<file path="src/rtl/clws_pkg.sv">
// Shared types, codes and the transfer builder for the LCD write sequencer.
// Used by every module of the block; depends on nothing.
package clws_pkg;

   // Character codes with special meaning
   localparam logic [7:0] CHAR_NUL      = 8'd0;
   localparam logic [7:0] CHAR_NEWLINE  = 8'd10;
   localparam logic [7:0] CHAR_FORMFEED = 8'd12;

   // Kinds of request after classification
   localparam logic [1:0] KIND_DATA     = 2'd0;
   localparam logic [1:0] KIND_NEWLINE  = 2'd1;
   localparam logic [1:0] KIND_FORMFEED = 2'd2;

   // LCD command bytes
   localparam logic [7:0] CMD_WAKE      = 8'h30;
   localparam logic [7:0] CMD_CLEAR     = 8'h01;
   localparam logic [7:0] CMD_SET_ADDR  = 8'h80;
   localparam logic [7:0] CMD_FUNCTION  = 8'h20;
   localparam logic [7:0] CMD_DISPLAY   = 8'h08;
   localparam logic [7:0] CMD_ENTRY     = 8'h04;

   localparam logic [3:0] PRE_POWER_UP  = 4'd15;

   // Register indexes of the configuration port
   localparam logic [2:0] CSR_FUNCTION    = 3'd0;
   localparam logic [2:0] CSR_DISPLAY     = 3'd1;
   localparam logic [2:0] CSR_ENTRY       = 3'd2;
   localparam logic [2:0] CSR_FIRST_LINE  = 3'd3;
   localparam logic [2:0] CSR_SECOND_LINE = 3'd4;

   localparam int STEP_W     = 4;
   localparam logic [STEP_W-1:0] INIT_STEPS = 4'd7;

   localparam int FIFO_DEPTH = 4;
   localparam int FIFO_PTR_W = $clog2(FIFO_DEPTH);
   localparam int FIFO_CNT_W = $clog2(FIFO_DEPTH + 1);

   typedef struct packed {
      logic [2:0] function_bits;
      logic [2:0] display_bits;
      logic [1:0] entry_bits;
      logic [6:0] first_line_address;
      logic [6:0] second_line_address;
   } cfg_type;

   typedef struct packed {
      logic       init;
      logic [1:0] kind;
      logic [7:0] char_code;
   } queue_entry_type;

   typedef struct packed {
      logic       reg_select;
      logic [7:0] bus_byte;
      logic [3:0] pre_wait_units;
      logic [1:0] post_wait_units;
      logic       last;
   } xfer_type;

   // Transfer number step of the run that one queued request causes.
   function automatic xfer_type build_xfer(queue_entry_type e, logic [STEP_W-1:0] step,
                                           cfg_type cfg);
      xfer_type x;
      logic [STEP_W-1:0] j;
      x = '0;
      j = step;
      if (e.init && step < INIT_STEPS) begin
         unique case (step[2:0])
            3'd0: begin
               x.bus_byte = CMD_WAKE;
               x.pre_wait_units = PRE_POWER_UP;
               x.post_wait_units = 2'd1;
            end
            3'd1, 3'd2: begin
               x.bus_byte = CMD_WAKE;
               x.post_wait_units = 2'd1;
            end
            3'd3: begin
               x.bus_byte = CMD_FUNCTION | {3'b000, cfg.function_bits, 2'b00};
               x.post_wait_units = 2'd2;
            end
            3'd4: begin
               x.bus_byte = CMD_DISPLAY | {5'b00000, cfg.display_bits};
               x.post_wait_units = 2'd2;
            end
            3'd5: begin
               x.bus_byte = CMD_CLEAR;
               x.pre_wait_units = 4'd1;
               x.post_wait_units = 2'd3;
            end
            default: begin
               x.bus_byte = CMD_ENTRY | {6'b000000, cfg.entry_bits};
               x.post_wait_units = 2'd2;
            end
         endcase
      end else begin
         if (e.init) begin
            j = step - INIT_STEPS;
         end
         unique case (e.kind)
            KIND_NEWLINE: begin
               x.bus_byte = CMD_SET_ADDR | {1'b0, cfg.second_line_address};
               x.post_wait_units = 2'd2;
               x.last = 1'b1;
            end
            KIND_FORMFEED: begin
               if (j == '0) begin
                  x.bus_byte = CMD_CLEAR;
                  x.post_wait_units = 2'd3;
               end else begin
                  x.bus_byte = CMD_SET_ADDR | {1'b0, cfg.first_line_address};
                  x.post_wait_units = 2'd2;
                  x.last = 1'b1;
               end
            end
            default: begin
               x.reg_select = 1'b1;
               x.bus_byte = e.char_code;
               x.post_wait_units = 2'd2;
               x.last = 1'b1;
            end
         endcase
      end
      return x;
   endfunction

endpackage

</file>
<file path="src/rtl/char_lcd_write_sequencer_unit.sv">
// Character LCD write sequencer: turns character requests into LCD bus transfers.
// Holds the configuration registers; instantiates clws_front, clws_fifo, clws_back.
//
// Use:
//   req_*  carries one character code per request. Code zero is accepted and dropped.
//   rsp_*  carries one bus transfer per beat: tuser is register select, tdata holds
//          the bus byte and both wait lengths, tlast marks the final transfer of a
//          request. A request yields 1 (data, newline), 2 (form feed) or, for the
//          first nonzero code after reset, 7 more init transfers in front.
//   csr_*  writes a configuration register by index; write only while idle.
// Path: an accepted request is written into the queue, loaded into the back-end
// entry register, and its transfers leave through the output register.
// Throughput: one transfer per cycle while rsp_tready is not held low; the
// back-end step counter walks the 1, 2, 8 or 9 transfers of a request; a 4-entry
// queue lets requests arrive while earlier runs are still being sent.
// Reset: clears queue, step state, output valid and the init-done flag; the
// configuration registers return to their reset values.
// Stall: rsp_tready held low freezes the output register; the queue keeps taking
// requests until it is full, then req_tready drops.
module char_lcd_write_sequencer_unit import clws_pkg::*; (
   input  logic        clock,
   input  logic        reset,
   input  logic        req_tvalid,
   output logic        req_tready,
   input  logic [7:0]  req_tdata,   // [7:0] char_code
   output logic        rsp_tvalid,
   input  logic        rsp_tready,
   output logic [15:0] rsp_tdata,   // [7:0] bus_byte, [11:8] pre_wait_units,
                                    // [13:12] post_wait_units, [15:14] zero
   output logic        rsp_tuser,   // [0] reg_select
   output logic        rsp_tlast,
   input  logic        csr_wen,
   input  logic [2:0]  csr_index,
   input  logic [6:0]  csr_wdata
);

   cfg_type         cfg_ff, cfg_in;
   logic            push_valid, push_ready;
   queue_entry_type push_entry;
   logic            pop_valid, pop_ready;
   queue_entry_type pop_entry;
   xfer_type        rsp_xfer;

   always_comb begin
      cfg_in = cfg_ff;
      if (csr_wen) begin
         unique case (csr_index)
            CSR_FUNCTION:    cfg_in.function_bits       = csr_wdata[2:0];
            CSR_DISPLAY:     cfg_in.display_bits        = csr_wdata[2:0];
            CSR_ENTRY:       cfg_in.entry_bits          = csr_wdata[1:0];
            CSR_FIRST_LINE:  cfg_in.first_line_address  = csr_wdata;
            CSR_SECOND_LINE: cfg_in.second_line_address = csr_wdata;
            default:         cfg_in = cfg_ff;
         endcase
      end
   end

   always_ff @(posedge clock) begin
      if (reset) begin
         cfg_ff.function_bits       <= 3'd7;
         cfg_ff.display_bits        <= 3'd6;
         cfg_ff.entry_bits          <= 2'd2;
         cfg_ff.first_line_address  <= 7'd0;
         cfg_ff.second_line_address <= 7'd64;
      end else begin
         cfg_ff <= cfg_in;
      end
   end

   clws_front u_front (
      .clock      (clock),
      .reset      (reset),
      .req_tvalid (req_tvalid),
      .req_tready (req_tready),
      .req_tdata  (req_tdata),
      .push_valid (push_valid),
      .push_ready (push_ready),
      .push_entry (push_entry)
   );

   clws_fifo u_fifo (
      .clock      (clock),
      .reset      (reset),
      .push_valid (push_valid),
      .push_ready (push_ready),
      .push_entry (push_entry),
      .pop_valid  (pop_valid),
      .pop_ready  (pop_ready),
      .pop_entry  (pop_entry)
   );

   clws_back u_back (
      .clock      (clock),
      .reset      (reset),
      .cfg        (cfg_ff),
      .pop_valid  (pop_valid),
      .pop_ready  (pop_ready),
      .pop_entry  (pop_entry),
      .rsp_tvalid (rsp_tvalid),
      .rsp_tready (rsp_tready),
      .rsp_xfer   (rsp_xfer)
   );

   assign rsp_tdata = {2'b00, rsp_xfer.post_wait_units, rsp_xfer.pre_wait_units,
                       rsp_xfer.bus_byte};
   assign rsp_tuser = rsp_xfer.reg_select;
   assign rsp_tlast = rsp_xfer.last;

endmodule

</file>
<file path="src/rtl/clws_front.sv">
// Front end: accepts character requests, drops zero codes, classifies the rest
// and marks the first one after reset for the init run. Uses clws_pkg.
module clws_front import clws_pkg::*; (
   input  logic            clock,
   input  logic            reset,
   input  logic            req_tvalid,
   output logic            req_tready,
   input  logic [7:0]      req_tdata,   // [7:0] char_code
   output logic            push_valid,
   input  logic            push_ready,
   output queue_entry_type push_entry
);

   logic ready_ff;
   logic ready_in;
   logic accept;
   logic is_char;

   assign req_tready = push_ready;
   assign accept     = req_tvalid && req_tready;
   assign is_char    = (req_tdata != CHAR_NUL);
   assign push_valid = req_tvalid && is_char;

   always_comb begin
      push_entry.init      = !ready_ff;
      push_entry.char_code = req_tdata;
      priority if (req_tdata == CHAR_NEWLINE) begin
         push_entry.kind = KIND_NEWLINE;
      end else if (req_tdata == CHAR_FORMFEED) begin
         push_entry.kind = KIND_FORMFEED;
      end else begin
         push_entry.kind = KIND_DATA;
      end
   end

   // Init run goes out once, ahead of the first nonzero request
   assign ready_in = ready_ff || (accept && is_char);

   always_ff @(posedge clock) begin
      if (reset) begin
         ready_ff <= 1'b0;
      end else begin
         ready_ff <= ready_in;
      end
   end

endmodule

</file>
<file path="src/rtl/clws_fifo.sv">
// Short request queue between front and back ends, register based.
// Uses clws_pkg for the entry type and depth.
module clws_fifo import clws_pkg::*; (
   input  logic            clock,
   input  logic            reset,
   input  logic            push_valid,
   output logic            push_ready,
   input  queue_entry_type push_entry,
   output logic            pop_valid,
   input  logic            pop_ready,
   output queue_entry_type pop_entry
);

   queue_entry_type           entry_ff [FIFO_DEPTH];
   logic [FIFO_PTR_W-1:0]     wr_ptr_ff, wr_ptr_in;
   logic [FIFO_PTR_W-1:0]     rd_ptr_ff, rd_ptr_in;
   logic [FIFO_CNT_W-1:0]     count_ff, count_in;
   logic                      do_push, do_pop;

   assign push_ready = (count_ff != FIFO_CNT_W'(FIFO_DEPTH));
   assign pop_valid  = (count_ff != '0);
   assign pop_entry  = entry_ff[rd_ptr_ff];
   assign do_push    = push_valid && push_ready;
   assign do_pop     = pop_valid && pop_ready;

   always_comb begin
      wr_ptr_in = wr_ptr_ff;
      rd_ptr_in = rd_ptr_ff;
      count_in  = count_ff;
      if (do_push) begin
         wr_ptr_in = (wr_ptr_ff == FIFO_PTR_W'(FIFO_DEPTH - 1)) ? '0 : wr_ptr_ff + 1'b1;
      end
      if (do_pop) begin
         rd_ptr_in = (rd_ptr_ff == FIFO_PTR_W'(FIFO_DEPTH - 1)) ? '0 : rd_ptr_ff + 1'b1;
      end
      unique case ({do_push, do_pop})
         2'b10:   count_in = count_ff + 1'b1;
         2'b01:   count_in = count_ff - 1'b1;
         default: count_in = count_ff;
      endcase
   end

   always_ff @(posedge clock) begin
      if (reset) begin
         wr_ptr_ff <= '0;
         rd_ptr_ff <= '0;
         count_ff  <= '0;
      end else begin
         wr_ptr_ff <= wr_ptr_in;
         rd_ptr_ff <= rd_ptr_in;
         count_ff  <= count_in;
      end
   end

   always_ff @(posedge clock) begin
      if (do_push) begin
         entry_ff[wr_ptr_ff] <= push_entry;
      end
   end

endmodule

</file>
<file path="src/rtl/clws_back.sv">
// Back end: steps through the transfers of each queued request into the output
// register, one per cycle if not stalled. Uses clws_pkg for types and build_xfer.
module clws_back import clws_pkg::*; (
   input  logic            clock,
   input  logic            reset,
   input  cfg_type         cfg,
   input  logic            pop_valid,
   output logic            pop_ready,
   input  queue_entry_type pop_entry,
   output logic            rsp_tvalid,
   input  logic            rsp_tready,
   output xfer_type        rsp_xfer
);

   logic              busy_ff, busy_in;
   queue_entry_type   entry_ff;
   logic [STEP_W-1:0] step_ff, step_in;
   logic              out_valid_ff, out_valid_in;
   xfer_type          out_ff;
   xfer_type          next_xfer;
   logic              out_free;
   logic              emit;

   assign next_xfer = build_xfer(entry_ff, step_ff, cfg);
   assign out_free  = !out_valid_ff || rsp_tready;
   assign emit      = busy_ff && out_free;
   // Load the next request as soon as the current run ends
   assign pop_ready = !busy_ff || (emit && next_xfer.last);

   always_comb begin
      busy_in      = busy_ff;
      step_in      = step_ff;
      out_valid_in = out_valid_ff && !rsp_tready;
      if (emit) begin
         out_valid_in = 1'b1;
         step_in      = step_ff + 1'b1;
         if (next_xfer.last) begin
            busy_in = 1'b0;
         end
      end
      if (pop_valid && pop_ready) begin
         busy_in = 1'b1;
         step_in = '0;
      end
   end

   always_ff @(posedge clock) begin
      if (reset) begin
         busy_ff      <= 1'b0;
         step_ff      <= '0;
         out_valid_ff <= 1'b0;
      end else begin
         busy_ff      <= busy_in;
         step_ff      <= step_in;
         out_valid_ff <= out_valid_in;
      end
   end

   always_ff @(posedge clock) begin
      if (pop_valid && pop_ready) begin
         entry_ff <= pop_entry;
      end
      if (emit) begin
         out_ff <= next_xfer;
      end
   end

   assign rsp_tvalid = out_valid_ff;
   assign rsp_xfer   = out_ff;

endmodule

</file>
<file path="config.mk">
export PLATFORM = sky130hd
export DESIGN_NAME = char_lcd_write_sequencer_unit
export DESIGN_NICKNAME = d
export VERILOG_FILES = /design/src/rtl/clws_pkg.sv /design/src/rtl/char_lcd_write_sequencer_unit.sv /design/src/rtl/clws_front.sv /design/src/rtl/clws_fifo.sv /design/src/rtl/clws_back.sv
export SDC_FILE = /design/constraint.sdc
export NUM_CORES = 1
export LEC_CHECK = 0
export BUFFER_PORTS_ARGS = -buffer_cell sky130_fd_sc_hd__buf_2
export CORE_MARGIN = 2
export CORE_UTILIZATION = 60
export CTS_BUF_LIST = sky130_fd_sc_hd__clkbuf_16
export CTS_CLUSTER_DIAMETER = 50
export DETAILED_ROUTE_END_ITERATION = 10
export GPL_ROUTABILITY_DRIVEN = 0
export GPL_TIMING_DRIVEN = 0
export PLACE_DENSITY = 0.8
export SLEW_MARGIN = 0
export SYNTH_ARGS = -nofsm -noshare
export SYNTH_HDL_FRONTEND = slang
export SYNTH_SLANG_ARGS = --single-unit
</file>
<file path="constraint.sdc">
create_clock -name clock -period 6.9 [get_ports clock]
set_clock_uncertainty 0.05 [all_clocks]
set_input_delay 1.035 -clock clock [delete_from_list [all_inputs] [get_ports clock]]
set_output_delay 1.035 -clock clock [all_outputs]
set_load 0.05 [all_outputs]
</file>
==> results.txt <==
Max-slew headroom: 0.430
Setup Buffers After CTS: 0
Register area share after synthesis: 0.591
Final worst slack: 3230 ps
Vias per cell: 5.88
Initial antenna violation count: 0
Synth Register Bits: 105
Design Area, Final: 5370 sq um
IO Pins: 43
Register Area: 2790 sq um
CTS Sinks: 105
Post-route insts no fill: 520
Unrepaired setup endpoints after global routing: no
Routed WL: 9160 um
Slew Limit Fails: 0
Nature of the critical path startpoint: flop
Die width: 92.8 um
Post-Syn Area: 4730 sq um
Die Height: 92.8 um
H-tree depth: 3
Met3 routed WL: 476 um
Area of the multi-input gates: 1780 sq um
Uppermost routed layer: met4
Setup Crit Path Kind: flop to flop
Gate Count Post-Synth: 362
GRT Util Overall: 0.226
Hold_buf cts: 0
Final ANT Viol Nets: 0
Largest net degree at the start of global routing: 22
Clock Path Buffers: 2
Worst reg2reg setup slack: 3230 ps
Total core area: 7690 sq um
Actual slew at the worst max-slew pin: 855 ps
Post-synth EDFFs: 69
Root buf cell: clkbuf_16
Post-synth top flop: edfxtp_1
Global route overflow: 0
FF-to-FF End: u_fifo.count_ff[2]$_SDFFE_PP0P_
Worst-Skew Late Latency: 350 ps
Worst hold stages: 2
Min-delay worst type: flop to flop
TritonCTS buffer count: 9
Worst Setup End Kind: flop
Initial Utilization: 0.615
Clk slew on worst S/H paths: 80 ps
Min Tclk post-route: 3670 ps
CTS tree: built
Worst Path Max Fanout: 12
Die ar.: 8610 sq um
Drt drc: 0
Status: completed
Dpl cells: 504
Global-route wire length before repair: 14900 um
Hold Vio Cnt, Final: 0
Total power: 2180 uW
Vias in the first global route: 3090
Critical path arrival: 3900 ps
DP Worst Slack: 3230 ps
Setup TNS Final: 0 ps
Dpl hpwl: 6530 um
Antenna fix cells: 0
Layout cells sized above 1: 0.225
Hold path endpoint: cfg_ff[20]$_SDFFE_PP1P_
Via Count: 3055
Post-CTS Resized: 0
Layout area overhead: 13.5%
Asr flop ratio synth: 0
DR WL met2: 4720 um
DRT Pass-1 Iters: 5
Syn Area/Cell: 13.1 sq um
Final period util: 0.533
Wl on met1: 3680 um
Placed instance area: 5050 sq um
Std cell rows: 32
Reg-to-reg startpoint: u_back.step_ff[2]$_SDFFE_PP0P_
Final setup violation count: 0
IO buf count: 39
DRT iter0 DRCs: 154
Ys Warns: 0
Max VDD drop: 201 uV
Synth unique cells: 64
R2R depth: 14
Max cap viols: 0
Max Clk Rate: 272 MHz
WP data required: 7130 ps
Drt wl/cell: 17.6 um
Hold path start: cfg_ff[20]$_SDFFE_PP1P_
Fillers: 557
NumNets Final: 450
Power Density: 407 nW/um^2
Lkg Pwr: 0.00197 uW
-- power breakdown --
group / switching, uW / internal (uW) / leakage [uW] / total [uW]
Sequential: 50.5 / 835 / 0.000941 / 885
Combinational: 544 / 244 / 0.000883 / 788
Clock: 249 / 260 / 0.000147 / 509
Total: 843 / 1340 / 0.00197 / 2180
-- routing by layer --
metal / up-vias / global-route usage
li1: 1467 / -
met1: 1466 / 0.267
met2: 101 / 0.394
met3: 21 / 0.0456
met4: 0 / 0.109
met5: - / 0
-- area by class of cell --
type                    instances  share of cell area
multi-input cells             224               0.331
clock buffers                   9              0.0420
clock inverters                 7              0.0159
flip-flops and latches        105               0.520
repair buffers                 39              0.0364
plain buffers                  18              0.0196
inverters                      16              0.0112
well taps                     102              0.0238
-- worst max-delay path by stage --
stage	end	depth (start not counted)	start	slack (ps)
after floorplan	u_fifo.count_ff[2]$_SDFFE_PP0P_	9	rsp_tready	3670
final	u_fifo.count_ff[2]$_SDFFE_PP0P_	14	u_back.step_ff[2]$_SDFFE_PP0P_	3230
after global routing	u_fifo.count_ff[2]$_SDFFE_PP0P_	14	u_back.step_ff[2]$_SDFFE_PP0P_	2950
after global placement	u_fifo.count_ff[2]$_SDFFE_PP0P_	10	rsp_tready	3330
after CTS	u_fifo.count_ff[2]$_SDFFE_PP0P_	14	u_back.step_ff[2]$_SDFFE_PP0P_	3200
after detailed placement	u_fifo.count_ff[2]$_SDFFE_PP0P_	14	u_back.step_ff[2]$_SDFFE_PP0P_	3230
-- flip-flops by register name (all words and copies together), names as in the netlist --
signal / flops
u_fifo.entry_ff: 44
cfg_ff: 22
u_back.rsp_xfer: 14
u_back.entry_ff: 11
u_back.step_ff: 4
u_fifo.count_ff: 3
u_fifo.rd_ptr_ff: 2
u_fifo.wr_ptr_ff: 2
u_back.busy_ff: 1
u_back.rsp_tvalid: 1
u_front.ready_ff: 1
-- Yosys cell counts (3+ instances only) --
cell type,number,area (sq um)
a311oi_1,7,61.3
nor2b_1,3,18.8
nor2_1,31,116
nor3_1,9,45.0
a21oi_1,15,75.1
mux4_2,11,248
clkbuf_1,6,22.5
a211oi_1,3,22.5
nor3b_1,3,22.5
nand3_1,3,15.0
buf_4,5,37.5
edfxtp_1,69,2070
mux2i_1,22,220
nand4_1,6,37.5
and2_1,5,31.3
nand2_1,30,113
dfxtp_1,36,721
o21a_1,3,22.5
ha_1,13,163
o21ai_0,8,40.0
buf_2,3,15.0
or3_1,3,18.8
inv_1,14,52.6
-- worst max-delay path: stages (launching register included) --
cell	delay [ps]
dfxtp_1	430
buf_6	180
inv_1	100
ha_1	330
and4b_1	250
o211ai_1	140
nand2_1	130
inv_2	200
a21o_1	450
ha_1	280
inv_1	60
fa_1	380
xor2_1	170
or3_1	310
a21oi_1	150
-- stage by stage --
| stage | hold slack, ps | util |
|---|---|---|
| floorplan | 391 | - |
| global placement | 400 | 0.658 |
| detailed placement | 413 | 0.658 |
| CTS | 434 | 0.698 |
| global route | 447 | 0.698 |
| finish | 433 | 0.698 |
-- layout by cell type, fill, tap and decap left out, types with 3 or more instances in the layout --
cell | synthesis | routed
a211oi_1 | 3 | 3
a21oi_1 | 15 | 15
a311oi_1 | 7 | 7
and2_1 | 5 | 5
buf_2 | 3 | 42
buf_4 | 5 | 5
clkbuf_1 | 6 | 6
clkbuf_16 | 0 | 9
dfxtp_1 | 36 | 36
edfxtp_1 | 69 | 69
ha_1 | 13 | 13
inv_1 | 14 | 14
mux2i_1 | 22 | 22
mux4_2 | 11 | 11
nand2_1 | 30 | 30
nand3_1 | 3 | 3
nand4_1 | 6 | 6
nor2_1 | 31 | 30
nor2b_1 | 3 | 3
nor3_1 | 9 | 9
nor3b_1 | 3 | 3
o21a_1 | 3 | 3
o21ai_0 | 8 | 8
or3_1 | 3 | 3
-- kinds of logic (layout without fill, tap and decap cells) --
family          Yosys count  count (layout)  synth area share
flops                   105             105             0.591
other cells               1               2          0.000793
compound gates           60              60            0.0984
simple gates            112             112             0.132
xor+xnor                  3               3           0.00556
fa+ha+maj                14              14            0.0386
mux                      33              33            0.0990
buf+inv                  34              89            0.0349
Note: power is estimated with default switching activity, not from simulation.
